**src/sv/mnf_pkg.sv**
```systemverilog
// Shared types and constants for the normal-form word multiplier.
package mnf_pkg;

	localparam int LW         = 6;
	localparam int LETTER_MAX = 63;
	localparam int RESULT_CAP = 32;

	typedef enum logic [1:0] {
		MODE_CLEAR  = 2'd0,
		MODE_APPEND = 2'd1,
		MODE_MUL    = 2'd2,
		MODE_READ   = 2'd3
	} mode_t;

	typedef enum logic [1:0] {
		STAT_OK       = 2'd0,
		STAT_OVERFLOW = 2'd1,
		STAT_FULL     = 2'd2,
		STAT_UNSORTED = 2'd3
	} status_t;

	typedef enum logic [1:0] {
		ST_IDLE,
		ST_EXEC,
		ST_READ
	} state_t;

	// Control broadcast from the sequencer to every cell of the row.
	typedef struct packed {
		logic          cmp_en;
		logic          mul;
		logic          ins_en;
		logic          rot_en;
		logic [LW-1:0] cmp_letter;
		logic [LW-1:0] ins_letter;
	} cell_ctrl_t;

endpackage

```
**src/sv/mnf_cell.sv**
```systemverilog
// One letter slot of the word row with its compare flags and neighbor moves.
module mnf_cell #(
	parameter int IDX = 0,
	parameter int CW  = 6
) (
	input  logic                    clk,
	input  mnf_pkg::cell_ctrl_t     ctrl,
	input  logic [CW-1:0]           length,
	input  logic [mnf_pkg::LW-1:0]  left_letter,
	input  logic [mnf_pkg::LW-1:0]  right_letter,
	input  logic [mnf_pkg::LW-1:0]  first_letter,
	input  logic                    seen_in,
	output logic [mnf_pkg::LW-1:0]  letter,
	output logic                    seen_out,
	output logic                    at_ins,
	output logic                    lt_flag
);

	localparam int LW = mnf_pkg::LW;

	logic [LW-1:0] letter_q;
	logic          ins_s1;
	logic          lt_s1;
	logic          beyond;
	logic          ge;
	logic          is_last;

	assign beyond  = CW'(IDX) >= length;
	// The scanned letter has grown by one for each cell passed on the left.
	assign ge      = {1'b0, letter_q} >= ((LW+1)'(ctrl.cmp_letter) + (LW+1)'(IDX));
	assign is_last = (length != '0) && (CW'(IDX) == length - CW'(1));

	always_ff @(posedge clk) begin
		if (ctrl.cmp_en) begin
			ins_s1 <= beyond | (ctrl.mul & ge);
			lt_s1  <= !beyond & (ctrl.cmp_letter < letter_q);
		end
	end

	assign seen_out = seen_in | ins_s1;
	assign at_ins   = ins_s1 & !seen_in;
	assign lt_flag  = lt_s1;
	assign letter   = letter_q;

	always_ff @(posedge clk) begin
		if (ctrl.ins_en) begin
			if (at_ins) begin
				letter_q <= ctrl.ins_letter;
			end else if (seen_in) begin
				letter_q <= left_letter;
			end
		end else if (ctrl.rot_en && !beyond) begin
			letter_q <= is_last ? first_letter : right_letter;
		end
	end

endmodule

```
**src/sv/monoid_normal_form_left_multiply.sv**
```systemverilog
// Top level: sequencer, length register and output register around the cell row.
//
//   channel  | handshake                | payload
//   ---------+--------------------------+---------------------------------------------
//   item     | item_valid / item_stall  | mode, letter
//   result   | res_valid / res_stall    | out_letter, position, length, status,
//            |                          | empty_res, last
//
// Clear, append and left-multiply run as an accept step, where every cell compares its
// letter, and an execute step, where the insertion point ripples along the row and the
// cells shift right behind it.
// A readout rotates the row by one cell a cycle unless a stalled result holds it.
// Reset clears the word length; the stored letters stay undefined until written.
// A stalled result holds the block in its execute or readout step.
module monoid_normal_form_left_multiply #(
	parameter int MAX_LEN = 32
) (
	input  logic       clk,
	input  logic       arst_n,
	input  logic       item_valid,
	output logic       item_stall,
	input  logic [1:0] mode,
	input  logic [5:0] letter,
	output logic       res_valid,
	input  logic       res_stall,
	output logic [5:0] out_letter,
	output logic [5:0] position,
	output logic [5:0] length,
	output logic [1:0] status,
	output logic       empty_res,
	output logic       last
);

	localparam int LW   = mnf_pkg::LW;
	localparam int CW   = $clog2(MAX_LEN + 1);
	localparam int JW   = ((CW > LW) ? CW : LW) + 1;

	mnf_pkg::state_t   state_q, state_d;
	mnf_pkg::mode_t    mode_q;
	logic [LW-1:0]     letter_q;
	logic [CW-1:0]     len_q, len_d;
	logic [CW-1:0]     rd_q, rd_d;

	logic              out_valid_q;
	logic [LW-1:0]     out_letter_q;
	logic [LW-1:0]     position_q;
	logic [LW-1:0]     length_q;
	mnf_pkg::status_t  status_q;
	logic              empty_q;
	logic              last_q;

	logic              out_load;
	logic [LW-1:0]     ld_letter;
	logic [LW-1:0]     ld_position;
	logic [LW-1:0]     ld_length;
	mnf_pkg::status_t  ld_status;
	logic              ld_empty;
	logic              ld_last;

	logic              accept;
	logic              out_free;
	mnf_pkg::cell_ctrl_t ctrl;

	logic [LW-1:0]     cell_letter [MAX_LEN];
	logic              seen [MAX_LEN+1];
	logic [MAX_LEN-1:0] at_vec;
	logic [MAX_LEN-1:0] lt_vec;

	logic [CW-1:0]     k_or;
	logic [CW-1:0]     ins_pos;
	logic [JW-1:0]     j_val;
	logic              full;
	logic              unsorted;
	logic [JW-1:0]     rd_cnt;
	logic              rd_emit;

	assign accept     = item_valid && !item_stall;
	assign item_stall = state_q != mnf_pkg::ST_IDLE;
	assign out_free   = !out_valid_q || !res_stall;

	// ---------------- cell row ----------------
	assign seen[0] = 1'b0;

	for (genvar gi = 0; gi < MAX_LEN; gi++) begin : g_cell
		logic [LW-1:0] left_l;
		logic [LW-1:0] right_l;

		if (gi == 0) begin : g_first
			assign left_l = '0;
		end else begin : g_mid_l
			assign left_l = cell_letter[gi-1];
		end
		if (gi == MAX_LEN - 1) begin : g_end
			assign right_l = '0;
		end else begin : g_mid_r
			assign right_l = cell_letter[gi+1];
		end

		mnf_cell #(
			.IDX (gi),
			.CW  (CW)
		) u_cell (
			.clk          (clk),
			.ctrl         (ctrl),
			.length       (len_q),
			.left_letter  (left_l),
			.right_letter (right_l),
			.first_letter (cell_letter[0]),
			.seen_in      (seen[gi]),
			.letter       (cell_letter[gi]),
			.seen_out     (seen[gi+1]),
			.at_ins       (at_vec[gi]),
			.lt_flag      (lt_vec[gi])
		);
	end

	always_comb begin
		k_or = '0;
		for (int i = 0; i < MAX_LEN; i++) begin
			if (at_vec[i]) begin
				k_or = k_or | CW'(i);
			end
		end
	end

	// No cell reports a stop only when the word is full and every letter was passed.
	assign ins_pos  = seen[MAX_LEN] ? k_or : len_q;
	assign j_val    = JW'(letter_q) + JW'(ins_pos);
	assign full     = len_q == CW'(MAX_LEN);
	// The word is sorted, so a letter below any stored one is below the last one.
	assign unsorted = |lt_vec;
	assign rd_cnt   = (JW'(len_q) < JW'(mnf_pkg::RESULT_CAP)) ?
	                  JW'(len_q) : JW'(mnf_pkg::RESULT_CAP);
	assign rd_emit  = JW'(rd_q) < rd_cnt;

	// ---------------- sequencer ----------------
	always_comb begin
		state_d          = state_q;
		len_d            = len_q;
		rd_d             = rd_q;
		ctrl.cmp_en      = accept;
		ctrl.mul         = mode == mnf_pkg::MODE_MUL;
		ctrl.cmp_letter  = letter;
		ctrl.ins_en      = 1'b0;
		ctrl.rot_en      = 1'b0;
		ctrl.ins_letter  = letter_q;
		out_load         = 1'b0;
		ld_letter        = '0;
		ld_position      = '0;
		ld_length        = LW'(len_q);
		ld_status        = mnf_pkg::STAT_OK;
		ld_empty         = 1'b0;
		ld_last          = 1'b1;

		case (state_q)
			mnf_pkg::ST_IDLE: begin
				if (accept) begin
					state_d = mnf_pkg::ST_EXEC;
				end
			end
			mnf_pkg::ST_EXEC: begin
				if (out_free) begin
					out_load = 1'b1;
					state_d  = mnf_pkg::ST_IDLE;
					case (mode_q)
						mnf_pkg::MODE_CLEAR: begin
							len_d     = '0;
							ld_length = '0;
						end
						mnf_pkg::MODE_APPEND: begin
							if (full) begin
								ld_status = mnf_pkg::STAT_FULL;
							end else if (unsorted) begin
								ld_status = mnf_pkg::STAT_UNSORTED;
							end else begin
								ctrl.ins_en = 1'b1;
								len_d       = len_q + CW'(1);
								ld_letter   = letter_q;
								ld_position = LW'(len_q);
								ld_length   = LW'(len_d);
							end
						end
						mnf_pkg::MODE_MUL: begin
							if (j_val > JW'(mnf_pkg::LETTER_MAX)) begin
								ld_status = mnf_pkg::STAT_OVERFLOW;
							end else if (full) begin
								ld_status = mnf_pkg::STAT_FULL;
							end else begin
								ctrl.ins_en     = 1'b1;
								ctrl.ins_letter = LW'(j_val);
								len_d           = len_q + CW'(1);
								ld_letter       = LW'(j_val);
								ld_position     = LW'(ins_pos);
								ld_length       = LW'(len_d);
							end
						end
						mnf_pkg::MODE_READ: begin
							if (len_q == '0) begin
								ld_empty = 1'b1;
							end else begin
								out_load = 1'b0;
								rd_d     = '0;
								state_d  = mnf_pkg::ST_READ;
							end
						end
						default: begin
							out_load = 1'b0;
						end
					endcase
				end
			end
			mnf_pkg::ST_READ: begin
				// Cell 0 holds letter rd_q; the row rotates once per step.
				if (!rd_emit || out_free) begin
					ctrl.rot_en = 1'b1;
					out_load    = rd_emit;
					ld_letter   = cell_letter[0];
					ld_position = LW'(rd_q);
					ld_last     = (JW'(rd_q) + JW'(1)) == rd_cnt;
					rd_d        = rd_q + CW'(1);
					if (rd_q == len_q - CW'(1)) begin
						state_d = mnf_pkg::ST_IDLE;
					end
				end
			end
			default: begin
				state_d = mnf_pkg::ST_IDLE;
			end
		endcase
	end

	always_ff @(posedge clk or negedge arst_n) begin
		if (!arst_n) begin
			state_q     <= mnf_pkg::ST_IDLE;
			len_q       <= '0;
			rd_q        <= '0;
			out_valid_q <= 1'b0;
		end else begin
			state_q <= state_d;
			len_q   <= len_d;
			rd_q    <= rd_d;
			if (out_load) begin
				out_valid_q <= 1'b1;
			end else if (!res_stall) begin
				out_valid_q <= 1'b0;
			end
		end
	end

	always_ff @(posedge clk) begin
		if (accept) begin
			mode_q   <= mnf_pkg::mode_t'(mode);
			letter_q <= letter;
		end
		if (out_load) begin
			out_letter_q <= ld_letter;
			position_q   <= ld_position;
			length_q     <= ld_length;
			status_q     <= ld_status;
			empty_q      <= ld_empty;
			last_q       <= ld_last;
		end
	end

	assign res_valid  = out_valid_q;
	assign out_letter = out_letter_q;
	assign position   = position_q;
	assign length     = length_q;
	assign status     = status_q;
	assign empty_res  = empty_q;
	assign last       = last_q;

	// ---------------- assertions ----------------
	a_len_bound: assert property (@(posedge clk) disable iff (!arst_n)
		len_q <= CW'(MAX_LEN))
		else $error("word length beyond capacity");

	a_accept_exec: assert property (@(posedge clk) disable iff (!arst_n)
		accept |=> state_q == mnf_pkg::ST_EXEC)
		else $error("accepted transaction not executed next cycle");

	a_ins_grows: assert property (@(posedge clk) disable iff (!arst_n)
		ctrl.ins_en |=> len_q == $past(len_q) + CW'(1))
		else $error("insertion did not grow the word by one");

	a_err_zero: assert property (@(posedge clk) disable iff (!arst_n)
		(out_valid_q && status_q != mnf_pkg::STAT_OK) |->
		(out_letter_q == '0 && position_q == '0))
		else $error("error result carries letter or position");

	a_empty_last: assert property (@(posedge clk) disable iff (!arst_n)
		(out_valid_q && empty_q) |-> (last_q && length_q == '0))
		else $error("empty readout result malformed");

endmodule

```
**config.mk**
```make
export PLATFORM = sky130hd
export DESIGN_NAME = monoid_normal_form_left_multiply
export DESIGN_NICKNAME = d
export VERILOG_FILES = /design/src/sv/mnf_pkg.sv /design/src/sv/mnf_cell.sv /design/src/sv/monoid_normal_form_left_multiply.sv
export SDC_FILE = /design/constraint.sdc
export NUM_CORES = 1
export LEC_CHECK = 0
export BUFFER_PORTS_ARGS = -buffer_cell sky130_fd_sc_hd__buf_2
export CAP_MARGIN = 20
export CORE_ASPECT_RATIO = 2
export CORE_MARGIN = 3
export CORE_UTILIZATION = 50
export DETAILED_ROUTE_END_ITERATION = 8
export PLACE_DENSITY = 0.66
export SLEW_MARGIN = 5
export SYNTH_ARGS = -nofsm -noshare
export SYNTH_HDL_FRONTEND = slang
export SYNTH_HIERARCHICAL = 1
export SYNTH_SLANG_ARGS = --single-unit
```
**constraint.sdc**
```tcl
create_clock -name clk -period 15.45 [get_ports clk]
set_clock_uncertainty 0.2 [all_clocks]
set_input_delay 1.545 -clock clk [delete_from_list [all_inputs] [get_ports clk]]
set_output_delay 1.545 -clock clk [all_outputs]
set_load 0.005 [all_outputs]
```
==> results.cfg <==
[power_and_ir_drop]
power.leakage_nw = 13.8
power_density_nw_per_um2 = 106
p_clk_frac = 0.249
ir_drop_v = 0.0000796
power.switching_mw = 1.36
p_seq_frac = 0.370
p_sw_frac = 0.395
p_int_mw = 2.08
combinationalPowerShare = 0.381

[route]
via_per_inst = 6.39
vias = 24200
ant_nets = 0
route.detailed.drc = 0
wl_met2_um = 50100
first_pass_iters = 7
wl_per_cell_um = 25.8
drt_iter0_drc = 1849
wl_um = 97800
route.met3.wl_um = 5540
top_layer = met5
wl_met1_um = 33100

[setup_path]
cp_slowest_cell = o2bb2ai_1
startpoint_type = register
crit_fanout = 96
r2r_slack_ns = 0.94
reg2reg_to = g_cell[5].u_cell/letter[5]
crit_top_cell = or2_2
crit_type = register to register
critical_path.max_stage_delay_ns = 0.53
cp.required_ns = 15.47
end_kind = register
worstPathArrival_ns = 14.53
reg2reg_from = g_cell[0].u_cell/ins_s1
rr_worst_depth = 47

[finish]
regArea_sq_um = 8980
final_cell_mix = mux2i_1 (566), ha_1 (431), inv_1 (306)
layout_commonest_cell = mux2i_1
antenna_cells = 0
multi_input_area_sq_um = 19500
nFillCells = 5156
drive_above_1_share = 0.0915
nets = 3447
fin_util = 0.549
area_growth_syn_to_layout_pct = 8.25

[clock_tree]
cts_resized = 0
clkSlewWorstSetupHoldPaths_ns = 0.07
cts_sinks = 301
numCtsBuffers = 30
cts_tree = built
clock_latency_ns = 0.59
ctsHtreeMaxLevel = 1
post_cts_buffers = 0
clock_path_buffers = 3
ctsHoldBuffers = 0
root_buffer = clkbuf_16

[sta]
finalSetupViolCount = 0
relSlewSlack = 0.174
rsz0062_at_grt = no
hold_viol_final = 0
fmaxAchievable_mhz = 68.9
tightest_slew_ns = 1.24
report.final.slew_viol_count = 0
fin_crit_ns = 14.51
tns_ns = 0
period_share = 0.939

[placement]
portBuffers = 35
gp_congestion = 0.969
hpwl_um = 67700

[die]
design.core.area_sq_um = 59100
die_area_sq_um = 63100
die_h_um = 352
initial_core_util = 0.507
io_pins = 36
num_rows = 126
die_w_um = 179

[min_path]
hold_class = register to register
hold_end = state_q[1]
worstHoldPathCells = 2
worstHoldStart = state_q[1]

[logic_synthesis]
syn_area_per_cell_sq_um = 10.2
synth_warnings = 6
syn-cell-area_sq_um = 30000
synthesis.instances = 2948

[grt]
grt_pass1_wl_um = 147000
antenna_found_initial = 1
grt_pass1_vias = 24900
track_usage = 0.303
grt_max_degree = 97
grt_overflow = 0

[run_status]
status = finished clean

[job]
maxCapViolCount = 0
state kept, by name, summed over array words and instances, names as in the netlist:
signal and count:
len_q 6, g_cell.u_cell/letter 192, status 2, g_cell.u_cell/lt_flag 32, rd_q 6, position 6
last 1, out_letter 6, state_q 2, empty_res 1, res_valid 1, letter_q 6
length 6, g_cell.u_cell/ins_s1 32, mode_q 2
worst max-delay path: cells and delay by family (launching register included):
kind | cells | cell delay, ns
AND/OR/NAND/NOR | 38 | 10.90
AO/OA/AOI/OAI | 4 | 1.35
adder cells (fa/ha/maj) | 2 | 0.62
buffers and inverters | 3 | 0.49
flip-flops | 1 | 0.39
final cells by class:
type	count	share of cell area
multi-input cells	2269	0.602
flip-flops and latches	301	0.277
inverters	308	0.0356
well taps	768	0.0296
clock buffers	37	0.0255
repair buffers	93	0.0209
clock inverters	19	0.00926
power by group through the flow:
| stage | clock, mW | combinational [mW] | sequential (mW) |
|---|---|---|---|
| after floorplan | 0 | 0.833 | 1.24 |
| after global placement | 0 | 1.23 | 1.28 |
| after detailed placement | 0 | 1.28 | 1.28 |
| after CTS | 0.864 | 1.29 | 1.27 |
| after global routing | 0.893 | 1.42 | 1.28 |
| final | 0.855 | 1.31 | 1.27 |
routing by layer:
layer / track usage / up-vias
met4: 0.223 / 2
met2: 0.548 / 1086
met1: 0.312 / 11700
met5: 0 / -
li1: - / 10900
met3: 0.0371 / 475
worst max path at each step:
stage                            start                     endpoint  cells past startpoint
4_1_cts        g_cell[0].u_cell/ins_s1   g_cell[5].u_cell/letter[5]                     47
5_1_grt        g_cell[0].u_cell/ins_s1   g_cell[5].u_cell/letter[5]                     47
3_5_place_dp   g_cell[0].u_cell/ins_s1   g_cell[5].u_cell/letter[3]                     47
3_3_place_gp   g_cell[0].u_cell/ins_s1   g_cell[8].u_cell/letter[2]                     47
6_report       g_cell[0].u_cell/ins_s1   g_cell[5].u_cell/letter[5]                     47
2_1_floorplan  g_cell[0].u_cell/ins_s1  g_cell[12].u_cell/letter[0]                     47
stage by stage:
step / power, mW / cells / worst slack, ns / cell area (sq um) / hold slack (ns)
2_1_floorplan: 2.07 / 2961 / 1.43 / 30000 / 0.339
3_3_place_gp: 2.51 / 3738 / 1.37 / 31300 / 0.362
3_5_place_dp: 2.57 / 3738 / 1.24 / 31300 / 0.404
4_1_cts: 3.42 / 3794 / 1.18 / 32400 / 0.419
5_1_grt: 3.60 / 3795 / 0.559 / 32400 / 0.440
6_report: 3.44 / 3795 / 0.938 / 32400 / 0.414
No activity file was read; power rests on OpenSTA's default activity.
